$ cat src/sv/avc_pkg.sv
// shared types, constants and helper functions for the alphanumeric cipher unit
package avc_pkg;

    localparam int CHAR_W     = 8;
    localparam int SHIFT_W    = 5;
    localparam int KEY_LEN_W  = 6;
    localparam int CFG_DATA_W = 64;
    localparam int CFG_IDX_W  = 3;

    localparam logic [CHAR_W-1:0] ASCII_LOWER_A = 8'h61;
    localparam logic [CHAR_W-1:0] ASCII_LOWER_Z = 8'h7A;
    localparam logic [CHAR_W-1:0] ASCII_UPPER_A = 8'h41;
    localparam logic [CHAR_W-1:0] ASCII_UPPER_Z = 8'h5A;
    localparam logic [CHAR_W-1:0] ASCII_ZERO    = 8'h30;
    localparam logic [CHAR_W-1:0] ASCII_NINE    = 8'h39;

    localparam logic [5:0] ALPHA_SIZE = 6'd26;
    localparam logic [4:0] DIGIT_SIZE = 5'd10;

    // configuration register indexes
    typedef enum logic [CFG_IDX_W-1:0] {
        CFG_KEY_BYTES_0  = 3'd0,
        CFG_KEY_BYTES_1  = 3'd1,
        CFG_KEY_BYTES_2  = 3'd2,
        CFG_KEY_BYTES_3  = 3'd3,
        CFG_KEY_LENGTH   = 3'd4,
        CFG_DECRYPT_MODE = 3'd5
    } cfg_index_t;

    // control for one character transform
    typedef struct packed {
        logic               decrypt;
        logic [SHIFT_W-1:0] shift;
    } xform_ctrl_t;

    function automatic logic is_lower(input logic [CHAR_W-1:0] c);
        return (c >= ASCII_LOWER_A) && (c <= ASCII_LOWER_Z);
    endfunction

    function automatic logic is_upper(input logic [CHAR_W-1:0] c);
        return (c >= ASCII_UPPER_A) && (c <= ASCII_UPPER_Z);
    endfunction

    function automatic logic is_digit(input logic [CHAR_W-1:0] c);
        return (c >= ASCII_ZERO) && (c <= ASCII_NINE);
    endfunction

    // shift amount given by one key character
    function automatic logic [SHIFT_W-1:0] shift_of(input logic [CHAR_W-1:0] c);
        logic [CHAR_W-1:0] diff;
        diff = '0;
        if (is_lower(c)) begin
            diff = c - ASCII_LOWER_A;
        end
        else if (is_upper(c)) begin
            diff = c - ASCII_UPPER_A;
        end
        else if (is_digit(c)) begin
            diff = c - ASCII_ZERO;
        end
        return diff[SHIFT_W-1:0];
    endfunction

endpackage

$ cat src/sv/alnum_vigenere_cipher_unit.sv
// an accepted byte passes the input register, then the result register; one byte per cycle
// unless the result is stalled, set by the key position update done in the result stage
// a stalled result holds the result register; the input register still takes a byte if it
// is empty, and otherwise waits for the result register to free
// reset clears the key registers, key length, mode, key position and both valid flags
module alnum_vigenere_cipher_unit #(
    parameter int KEY_MAX = 32
) (
    input  logic                                clk,
    input  logic                                rst_n,
    // message byte channel
    input  logic                                item_valid,
    output logic                                item_stall,
    input  logic [avc_pkg::CHAR_W-1:0]          char_in,
    input  logic                                word_start,
    // result channel
    output logic                                result_valid,
    input  logic                                result_stall,
    output logic [avc_pkg::CHAR_W-1:0]          char_out,
    output logic                                key_error,
    // configuration write channel
    input  logic                                cfg_valid,
    output logic                                cfg_ready,
    input  logic [avc_pkg::CFG_IDX_W-1:0]       cfg_index,
    input  logic [avc_pkg::CFG_DATA_W-1:0]      cfg_data
);

    localparam int PosW     = (KEY_MAX > 1) ? $clog2(KEY_MAX) : 1;
    localparam int KeySlots = 1 << PosW;
    localparam int LenW     = avc_pkg::KEY_LEN_W;

    // configuration registers
    logic [avc_pkg::CFG_DATA_W-1:0] key_bytes_0_reg;
    logic [avc_pkg::CFG_DATA_W-1:0] key_bytes_1_reg;
    logic [avc_pkg::CFG_DATA_W-1:0] key_bytes_2_reg;
    logic [avc_pkg::CFG_DATA_W-1:0] key_bytes_3_reg;
    logic [LenW-1:0]                key_length_reg;
    logic                           decrypt_reg;

    // input stage
    logic                           s1_valid_reg;
    logic [avc_pkg::CHAR_W-1:0]     s1_char_reg;
    logic                           s1_word_reg;

    // result stage
    logic                           res_valid_reg;
    logic [avc_pkg::CHAR_W-1:0]     res_char_reg;
    logic                           res_err_reg;

    // key position
    logic [PosW-1:0]                key_position_reg;
    logic [PosW-1:0]                key_position_next;

    logic                           item_xfer;
    logic                           s1_advance;
    logic [4*avc_pkg::CFG_DATA_W-1:0] key_flat;
    logic [avc_pkg::CHAR_W-1:0]     key_chars [KeySlots];
    logic [LenW-1:0]                len_sat;
    logic                           len_zero;
    logic [PosW-1:0]                pos_base;
    logic [PosW-1:0]                pos_use;
    logic [LenW-1:0]                pos_inc;
    avc_pkg::xform_ctrl_t           xf_ctrl;
    logic [avc_pkg::CHAR_W-1:0]     xf_char;
    logic                           xf_alnum;
    logic [avc_pkg::CHAR_W-1:0]     res_char_next;

    // handshake
    assign cfg_ready    = 1'b1;
    assign s1_advance   = s1_valid_reg && (!res_valid_reg || !result_stall);
    assign item_stall   = s1_valid_reg && !s1_advance;
    assign item_xfer    = item_valid && !item_stall;
    assign result_valid = res_valid_reg;
    assign char_out     = res_char_reg;
    assign key_error    = res_err_reg;

    // configuration writes
    always_ff @(posedge clk or negedge rst_n)
    begin
        if (!rst_n) begin
            key_bytes_0_reg <= '0;
            key_bytes_1_reg <= '0;
            key_bytes_2_reg <= '0;
            key_bytes_3_reg <= '0;
            key_length_reg  <= '0;
            decrypt_reg     <= 1'b0;
        end
        else if (cfg_valid && cfg_ready) begin
            case (cfg_index)
                avc_pkg::CFG_KEY_BYTES_0:  key_bytes_0_reg <= cfg_data;
                avc_pkg::CFG_KEY_BYTES_1:  key_bytes_1_reg <= cfg_data;
                avc_pkg::CFG_KEY_BYTES_2:  key_bytes_2_reg <= cfg_data;
                avc_pkg::CFG_KEY_BYTES_3:  key_bytes_3_reg <= cfg_data;
                avc_pkg::CFG_KEY_LENGTH:   key_length_reg  <= cfg_data[LenW-1:0];
                avc_pkg::CFG_DECRYPT_MODE: decrypt_reg     <= cfg_data[0];
                default: ;
            endcase
        end
    end

    // key characters in position order
    assign key_flat = {key_bytes_3_reg, key_bytes_2_reg, key_bytes_1_reg, key_bytes_0_reg};

    always_comb
    begin
        for (int i = 0; i < KeySlots; i++) begin
            if (i < KEY_MAX) begin
                key_chars[i] = key_flat[i*avc_pkg::CHAR_W +: avc_pkg::CHAR_W];
            end
            else begin
                key_chars[i] = '0;
            end
        end
    end

    // effective key length and key position for the byte in the input stage
    assign len_sat  = (key_length_reg > LenW'(KEY_MAX)) ? LenW'(KEY_MAX) : key_length_reg;
    assign len_zero = (len_sat == '0);
    assign pos_base = s1_word_reg ? '0 : key_position_reg;
    assign pos_use  = (LenW'(pos_base) < len_sat) ? pos_base : '0;
    assign pos_inc  = LenW'(pos_use) + LenW'(1);

    assign xf_ctrl.decrypt = decrypt_reg;
    assign xf_ctrl.shift   = avc_pkg::shift_of(key_chars[pos_use]);

    avc_char_xform u_xform (
        .char_in  (s1_char_reg),
        .ctrl     (xf_ctrl),
        .char_out (xf_char),
        .alnum    (xf_alnum)
    );

    // next key position: restart at zero on a word start, advance on letters and digits, wrap at the key length
    always_comb
    begin
        key_position_next = pos_base;
        if (!len_zero && xf_alnum) begin
            key_position_next = (pos_inc >= len_sat) ? '0 : PosW'(pos_inc);
        end
    end

    assign res_char_next = len_zero ? s1_char_reg : xf_char;

    // control state
    always_ff @(posedge clk or negedge rst_n)
    begin
        if (!rst_n) begin
            s1_valid_reg     <= 1'b0;
            res_valid_reg    <= 1'b0;
            key_position_reg <= '0;
        end
        else begin
            if (item_xfer) begin
                s1_valid_reg <= 1'b1;
            end
            else if (s1_advance) begin
                s1_valid_reg <= 1'b0;
            end

            if (s1_advance) begin
                res_valid_reg    <= 1'b1;
                key_position_reg <= key_position_next;
            end
            else if (!result_stall) begin
                res_valid_reg <= 1'b0;
            end
        end
    end

    // payload registers
    always_ff @(posedge clk)
    begin
        if (item_xfer) begin
            s1_char_reg <= char_in;
            s1_word_reg <= word_start;
        end
        if (s1_advance) begin
            res_char_reg <= res_char_next;
            res_err_reg  <= len_zero;
        end
    end

endmodule

$ cat src/sv/avc_char_xform.sv
// per-character shift: letters modulo 26 keeping case, digits modulo 10
module avc_char_xform (
    input  logic [avc_pkg::CHAR_W-1:0] char_in,
    input  avc_pkg::xform_ctrl_t       ctrl,
    output logic [avc_pkg::CHAR_W-1:0] char_out,
    output logic                       alnum
);

    logic                          lower;
    logic                          upper;
    logic                          digit;
    logic [avc_pkg::CHAR_W-1:0]    base;
    logic [avc_pkg::CHAR_W-1:0]    offset;
    logic [5:0]                    let_v;
    logic [5:0]                    let_k;
    logic [5:0]                    let_sum;
    logic [5:0]                    let_res;
    logic [4:0]                    dig_v;
    logic [4:0]                    dig_k;
    logic [4:0]                    dig_sum;
    logic [4:0]                    dig_res;

    assign lower = avc_pkg::is_lower(char_in);
    assign upper = avc_pkg::is_upper(char_in);
    assign digit = avc_pkg::is_digit(char_in);
    assign alnum = lower | upper | digit;

    // alphabet base of the message character
    always_comb
    begin
        if (digit) begin
            base = avc_pkg::ASCII_ZERO;
        end
        else if (lower) begin
            base = avc_pkg::ASCII_LOWER_A;
        end
        else begin
            base = avc_pkg::ASCII_UPPER_A;
        end
    end

    assign offset = char_in - base;

    // letter path, one add or subtract and one correction
    assign let_v   = {1'b0, offset[4:0]};
    assign let_k   = {1'b0, ctrl.shift};
    assign let_sum = let_v + let_k;

    always_comb
    begin
        if (ctrl.decrypt) begin
            let_res = (let_v < let_k) ? (let_v + avc_pkg::ALPHA_SIZE - let_k)
                                      : (let_v - let_k);
        end
        else begin
            let_res = (let_sum >= avc_pkg::ALPHA_SIZE) ? (let_sum - avc_pkg::ALPHA_SIZE)
                                                       : let_sum;
        end
    end

    // digit path, key shift first folded below ten for shifts up to 29
    assign dig_v = {1'b0, offset[3:0]};

    always_comb
    begin
        if (ctrl.shift >= 5'd20) begin
            dig_k = ctrl.shift - 5'd20;
        end
        else if (ctrl.shift >= avc_pkg::DIGIT_SIZE) begin
            dig_k = ctrl.shift - avc_pkg::DIGIT_SIZE;
        end
        else begin
            dig_k = ctrl.shift;
        end
    end

    assign dig_sum = dig_v + dig_k;

    always_comb
    begin
        if (ctrl.decrypt) begin
            dig_res = (dig_v < dig_k) ? (dig_v + avc_pkg::DIGIT_SIZE - dig_k)
                                      : (dig_v - dig_k);
        end
        else begin
            dig_res = (dig_sum >= avc_pkg::DIGIT_SIZE) ? (dig_sum - avc_pkg::DIGIT_SIZE)
                                                       : dig_sum;
        end
    end

    // rebuild the character, others pass unchanged
    always_comb
    begin
        if (digit) begin
            char_out = base + {3'b000, dig_res};
        end
        else if (lower | upper) begin
            char_out = base + {2'b00, let_res};
        end
        else begin
            char_out = char_in;
        end
    end

endmodule

$ cat config.mk
export PLATFORM = sky130hd
export DESIGN_NAME = alnum_vigenere_cipher_unit
export DESIGN_NICKNAME = d
export VERILOG_FILES = /design/src/sv/avc_pkg.sv /design/src/sv/alnum_vigenere_cipher_unit.sv /design/src/sv/avc_char_xform.sv
export SDC_FILE = /design/constraint.sdc
export NUM_CORES = 1
export LEC_CHECK = 0
export BUFFER_PORTS_ARGS = -buffer_cell sky130_fd_sc_hd__clkbuf_2
export CAP_MARGIN = 20
export CORE_ASPECT_RATIO = 0.9
export CORE_MARGIN = 1
export CORE_UTILIZATION = 50
export CTS_CLUSTER_SIZE = 30
export DETAILED_ROUTE_END_ITERATION = 8
export PLACE_DENSITY = 0.7
export SYNTH_ARGS = -nofsm -noshare
export SYNTH_HDL_FRONTEND = slang
export SYNTH_SLANG_ARGS = --single-unit
$ cat constraint.sdc
create_clock -name clk -period 8.17 [get_ports clk]
set_clock_uncertainty 0.15 [all_clocks]
set_input_delay 0 -clock clk [delete_from_list [all_inputs] [get_ports clk]]
set_output_delay 0 -clock clk [all_outputs]
set_load 0.01 [all_outputs]
==> out/metrics.cfg, run 1 <==
[detailed_routing]
route.vias.total = 12800
drt_iter0_markers = 1164
antenna_left = 0
first_pass_iters = 8
drt-total-wl_um = 51100
drt-vias-per-instance = 6.10
routedWlPerCell_um = 24.3
drc = 0

[synthesis]
synth_area_leaders = dfrtp_1 (41%), mux2_2 (19%), ha_1 (4.4%)
synthArstFlopShare_pct = 93.8
syn_nets = 1545
synth-seq-area-share_pct = 44.8
yosysUniqueCellTypes = 100
syn_inst = 1398
yosysWarnings = 0
syn_area_per_cell_um2 = 11.7
synth_seq_cells = 288
synth_top_area_share_pct = 41.5
synth-edff-count = 18
synth_area_mm2 = 0.0163
synth_area_leader_cell = dfrtp_1
synthFlopType = dfrtp_1

[grt]
grt_pass1_vias = 12800
grt_first_pass_wirelength_um = 77200
track_usage_pct = 30.7
grt_max_degree = 148
antenna_found_initial = 0
grt.overflow.total = 0

[min_path]
min_to = s1_char_reg[4]$_DFFE_PP_
min_from = char_in[4]
hold_depth = 2
hold_class = input pin to flop

[layout]
instances_no_fill = 2099
fillers = 2575
drive_gt1_share_pct = 38.6
final-seq-area_mm2 = 0.00730
post-route-util_pct = 63.1
area_delta_synth_final_pct = 23.8
layout.nets = 1806
multi_input_comb_area_mm2 = 0.00879
n_antenna_cell = 0

[sta]
final_max_slew_viol_count = 0
fin_crit_sh_pct = 96.5
period_needed_ns = 7.88
clock.fmax_mhz = 127
hold_viol = 0
tightestPinTransition_ns = 1.01
setup_violations = 0
setup_tns_ns = 0
max_slew_margin_pct = 32.7

[place]
gp_congestion = 1.04
dp_hpwl_um = 36200
place_inst = 1937
io_buffers = 91

[power]
cellLeakagePower_nw = 8.62
p_per_area_mw_per_mm2 = 285
peakVddDrop_uv = 184

[run]
maxCapViolations = 0

[worst_setup_path]
rr_worst_depth = 39
cp_data_arrival_time_ns = 8.05
start_kind = flop
reg2reg_from = s1_word_reg$_DFFE_PP_
crit_fanout = 13
rrSetupSlack_ns = 0.29
max_stage_delay_ns = 0.51
rr_endpoint = char_out[5]$_DFFE_PP_
crit_type = flop to flop
crit_required_ns = 8.33
slowest_stage = fa_1
endpoint_kind = flop

[floorplan]
initial_utilization_pct = 51.0
die_area_mm2 = 0.0333
rows = 62
die_height_um = 173
dieWidth_um = 192
ios = 93
coreArea_mm2 = 0.0320

[clock_tree]
cts_buffers = 30
clock-sinks = 288
cts_tree = built
cts_buffer_depth = 3
cts_root_buf = clkbuf_16
cts.htree.levels = 1
path_clk_slew_ns = 0.07
clk_latency_ns = 0.58

[outcome]
outcome = finished, final reports clean

==> cells in the final DEF, fill, tap and decap left out, types with 13 or more instances in the layout <==
cell type,n
mux2_2,277
dfrtp_1,269
buf_4,118
clkbuf_2,90
dlygate4sd3_1,88
a21oi_1,61
nand2_1,57
nor2_1,56
ha_1,49
o21ai_0,47
inv_1,42
mux2i_1,36
clkbuf_16,31
nand3_1,29
nor3_1,22
xnor2_1,21
a211oi_1,18
edfxtp_1,18
or3_1,15
a21o_1,13
==> worst max-delay path: cells and delay by family (launching register included) <==
family	cells	cell delay (ns)
flip-flops	1	0.47
multiplexers	1	0.14
buffers and inverters	6	0.79
AO/OA/AOI/OAI	16	2.79
adder cells (fa/ha/maj)	6	1.44
AND/OR/NAND/NOR	9	1.70
XOR/XNOR	1	0.16
==> synth_stat cells, types with 13 or more instances <==
cell and n:
mux2_2 277, dfrtp_1 270, clkbuf_1 38, nor2_1 59, ha_1 57, buf_2 21
mux2i_1 36, nand2_1 59, nand2b_1 13, or3_1 15, xnor2_1 21, a211oi_1 20
a21oi_1 64, a21o_1 13, inv_1 43, nand3_1 31, edfxtp_1 18, o21ai_0 48
nor3_1 25
==> metrics by stage <==
stage	instance area, um^2	total power [W]	setup WS, ns	hold slack [ns]
floorplan	16300	0.00338	0.00321	-0.446
global placement	17800	0.00414	0.220	-0.00101
detailed placement	17800	0.00419	0.0494	0.0113
CTS	19700	0.00563	0.0437	0.000575
global route	20200	0.00606	-0.0571	0.00345
finish	20200	0.00575	0.285	0.0181
==> worst max path at each step <==
stage | startpoint | to | slack, ns | cells past startpoint
detailed placement | s1_word_reg$_DFFE_PP_ | char_out[5]$_DFFE_PP_ | 0.05 | 39
floorplan | s1_word_reg$_DFFE_PP_ | char_out[5]$_DFFE_PP_ | 0.003 | 42
global placement | s1_word_reg$_DFFE_PP_ | char_out[5]$_DFFE_PP_ | 0.22 | 39
CTS | s1_word_reg$_DFFE_PP_ | char_out[5]$_DFFE_PP_ | 0.04 | 39
finish | s1_word_reg$_DFFE_PP_ | char_out[5]$_DFFE_PP_ | 0.29 | 39
global route | s1_word_reg$_DFFE_PP_ | char_out[5]$_DFFE_PP_ | -0.06 | 40
==> metal layers <==
layer | wire, um | up-vias | track usage, %
li1 | - | 5751 | -
met1 | 22400 | 6448 | 44.3
met2 | 23300 | 507 | 47.2
met3 | 3480 | 104 | 5.10
met4 | 1840 | 0 | 9.84
met5 | 0 | - | 0
==> timing repair <==
| action | in CTS | in global routing |
|---|---|---|
| setup buffers | 0 | 16 |
| resized for setup | 1 | 62 |
| gates cloned | 0 | 1 |
| pin swaps | 0 | 18 |
| hold buffers | 85 | 3 |
| hold endpoints to repair | 406 | 11 |
| setup endpoints to repair | 1 | 6 |
==> power by group <==
part,leakage [nW],internal [W],switching [W],total (W)
combinational,4.69,0.00116,0.00124,0.00240
sequential,3.42,0.00174,0.000205,0.00195
clock,0.506,0.000812,0.000585,0.00140
==> kinds of logic (layout without fill, tap and decap cells) <==
logic type,Yosys count,after routing,share of synthesized area (%)
adders and majority gates,66,66,5.48
xor gates and xnor gates,31,31,1.78
muxes,322,322,22.5
AOI/OAI and AO/OA,311,311,14.0
buffers and inverters,121,406,3.25
DFF,288,288,44.8
and+or+nand+nor,258,258,8.19
other,1,1,0.0230
==> cell type report <==
class,count,area share [%]
sequential,288,36.2
multi-input combinational,989,43.6
clock buffer,41,4.32
clock inverter,15,0.757
timing repair buffer,304,11.7
tap,416,2.58
inverter,46,0.856
No activity file was read; power rests on OpenSTA's default activity.
==> run 2: changes to the inputs <==
==> constraint.sdc (replaced) <==
create_clock -name clk -period 8.17 [get_ports clk]
set_clock_uncertainty 0.15 [all_clocks]
set_input_delay 0.4085 -clock clk [delete_from_list [all_inputs] [get_ports clk]]
set_output_delay 0.4085 -clock clk [all_outputs]
set_load 0.01 [all_outputs]
==> out/metrics.cfg, run 2 (same netlist as run 1, synthesis figures left out) <==
[power]
p_int_w = 0.00371  ; -0.19%
p_switching_w = 0.00203  ; -0.28%
combPwrFrac_pct = 41.7  ; about the same
power_frac_seq_pct = 34.0  ; about the same
cellLeakagePower_nw = 8.54  ; -0.94%
peakVddDrop_uv = 184  ; about the same
clkPwrFrac_pct = 24.3  ; about the same
swShare_pct = 35.3  ; about the same
p_per_area_mw_per_mm2 = 287  ; +0.87%

[layout]
drive_gt1_share_pct = 39.2  ; +0.67 points
final_common_cell = mux2_2
layout_common_cells = mux2_2 (277), dfrtp_1 (269), buf_4 (120)
n_antenna_cell = 0  ; unchanged
fillers = 2604  ; +1.1%
layout.nets = 1785  ; -1.2%
final_area_mm2 = 0.0200  ; -1.1%
area_delta_synth_final_pct = 22.5

[floorplan]
die_height_um = 173  ; unchanged
initial_utilization_pct = 51.0  ; unchanged
dieWidth_um = 192  ; unchanged
die_area_mm2 = 0.0333  ; unchanged
rows = 62  ; unchanged
coreArea_mm2 = 0.0320  ; unchanged
ios = 93  ; unchanged

[place]
place_area_mm2 = 0.0178  ; unchanged
io_buffers = 91  ; unchanged
dp_hpwl_um = 36200  ; unchanged
gp_congestion = 1.04  ; unchanged

[worst_setup_path]
cp_data_arrival_time_ns = 8.06  ; about the same
cpMostUsedCell = buf_4
slowest_stage = fa_1
crit_type = flop to flop
crit_required_ns = 8.33  ; about the same
crit_fanout = 7  ; -6
start_kind = flop
max_stage_delay_ns = 0.51  ; about the same
endpoint_kind = flop

[grt]
antenna_found_initial = 0  ; unchanged
met2_usage_pct = 47.0  ; -0.19 points
busiest_layer = met2
track_usage_pct = 30.5  ; -0.26 points
grt_max_degree = 148  ; unchanged
grt.overflow.total = 0  ; unchanged
grt_first_pass_wirelength_um = 76500  ; -0.93%
grt_use_met3_pct = 5.47  ; +0.36 points
grt_pass1_vias = 12700  ; -1.3%
grtUsageMet1_pct = 43.7  ; -0.64 points

[detailed_routing]
drt-vias-per-instance = 6.13  ; +0.40%
first_pass_iters = 6  ; -2
drt-total-wl_um = 50500  ; -1.1%
routedWlPerCell_um = 24.3  ; about the same
drt_iter0_markers = 1098  ; -5.7%
route.vias.total = 12700  ; -0.60%
antenna_left = 0  ; unchanged
drc = 0  ; unchanged

[sta]
setup_tns_ns = 0  ; unchanged
period_needed_ns = 7.90  ; +0.0165 ns
max_slew_margin_pct = 32.1  ; -0.63 points
hold_viol = 0  ; unchanged
clock.fmax_mhz = 127  ; -0.21%
fin_crit_sh_pct = 96.7  ; +0.20 points
final_max_slew_viol_count = 0  ; unchanged
setup_violations = 0  ; unchanged
tightestPinTransition_ns = 1.02  ; +0.00946 ns

[min_path]
hold_class = input pin to flop

[outcome]
outcome = finished, final reports clean

[clock_tree]
path_clk_slew_ns = 0.06  ; about the same
clock-sinks = 288  ; unchanged
cts_buffers = 30  ; unchanged
cts_buffer_depth = 3  ; unchanged
cts.htree.levels = 1  ; unchanged
cts_tree = built
clk_latency_ns = 0.58  ; about the same
cts_root_buf = clkbuf_16

[run]
maxCapViolations = 0  ; unchanged

==> run 2: power groups by stage <==
stage          sequential [W]  combinational, W  clock [W]
2_1_floorplan         0.00187           0.00151          0
3_3_place_gp          0.00195           0.00219          0
3_5_place_dp          0.00197           0.00222          0
4_1_cts               0.00194           0.00226    0.00141
5_1_grt               0.00198           0.00260    0.00147
6_report              0.00195           0.00239    0.00139
==> run 2: layout make-up <==
class                   instances  area [um^2]  area share (%)
well taps                     416          520            2.61
flip-flops and latches        288         7300            36.6
inverters                      46          173           0.865
multi-input cells             989         8790            44.0
clock inverters                15          153           0.765
repair buffers                283         2150            10.8
clock buffers                  41          872            4.37
==> run 2: worst max-delay path: cells and delay by family (launching register included) <==
family / cells / cell delay, ns
muxes: 1 / 0.14
xor gates and xnor gates: 1 / 0.15
DFF: 1 / 0.47
buffers and inverters: 7 / 0.97
adders and majority gates: 6 / 1.46
and+or+nand+nor: 9 / 1.60
AOI/OAI and AO/OA: 16 / 2.71
==> run 2: timing repair <==
item,CTS,global route
hold endpoints to repair,315,0
cloned,0,1
setup endpoints to repair,1,6
gates resized for setup,1,62
pin swaps,0,17
hold buffers,64,0
buffers inserted,0,18
==> run 2: through the flow <==
stage / total power, W / std cells / setup WS, ns / hold slack (ns) / utilization, %
final: 0.00574 / 2078 / 0.269 / 0.00519 / 62.4
after global routing: 0.00604 / 2078 / -0.0512 / 0.0125 / 62.4
after CTS: 0.00562 / 2057 / 0.0437 / 0.00116 / 60.9
after detailed placement: 0.00419 / 1937 / 0.0494 / 0.330 / 55.7
after global placement: 0.00414 / 1937 / 0.220 / 0.316 / 55.7
after floorplan: 0.00338 / 1398 / 0.00321 / -0.0371 / -
==> run 2: worst paths after layout <==
kind | to | cells after the start | slack, ns | from
max | char_out[5]$_DFFE_PP_ | 40 | 0.27 | s1_word_reg$_DFFE_PP_
min reg2reg | key_bytes_0_reg[63]$_DFFE_PN0P_ | 1 | 0.35 | key_bytes_0_reg[63]$_DFFE_PN0P_
max reg2reg | char_out[5]$_DFFE_PP_ | 40 | 0.27 | s1_word_reg$_DFFE_PP_
min | key_bytes_0_reg[54]$_DFFE_PN0P_ | 2 | 0.005 | cfg_data[54]
max in group asynchronous | key_position_reg[0]$_DFFE_PN0P_ | 3 | 6.21 | rst_n
min in group asynchronous | key_bytes_3_reg[47]$_DFFE_PN0P_ | 2 | 0.33 | rst_n
==> run 2: metal layers <==
metal  vias to the layer above  part of all wire, %
met3                        96                  7.3
met4                         0                  3.5
met1                      6409                   44
li1                       5709                    -
met2                       519                   45
met5                         -                    0
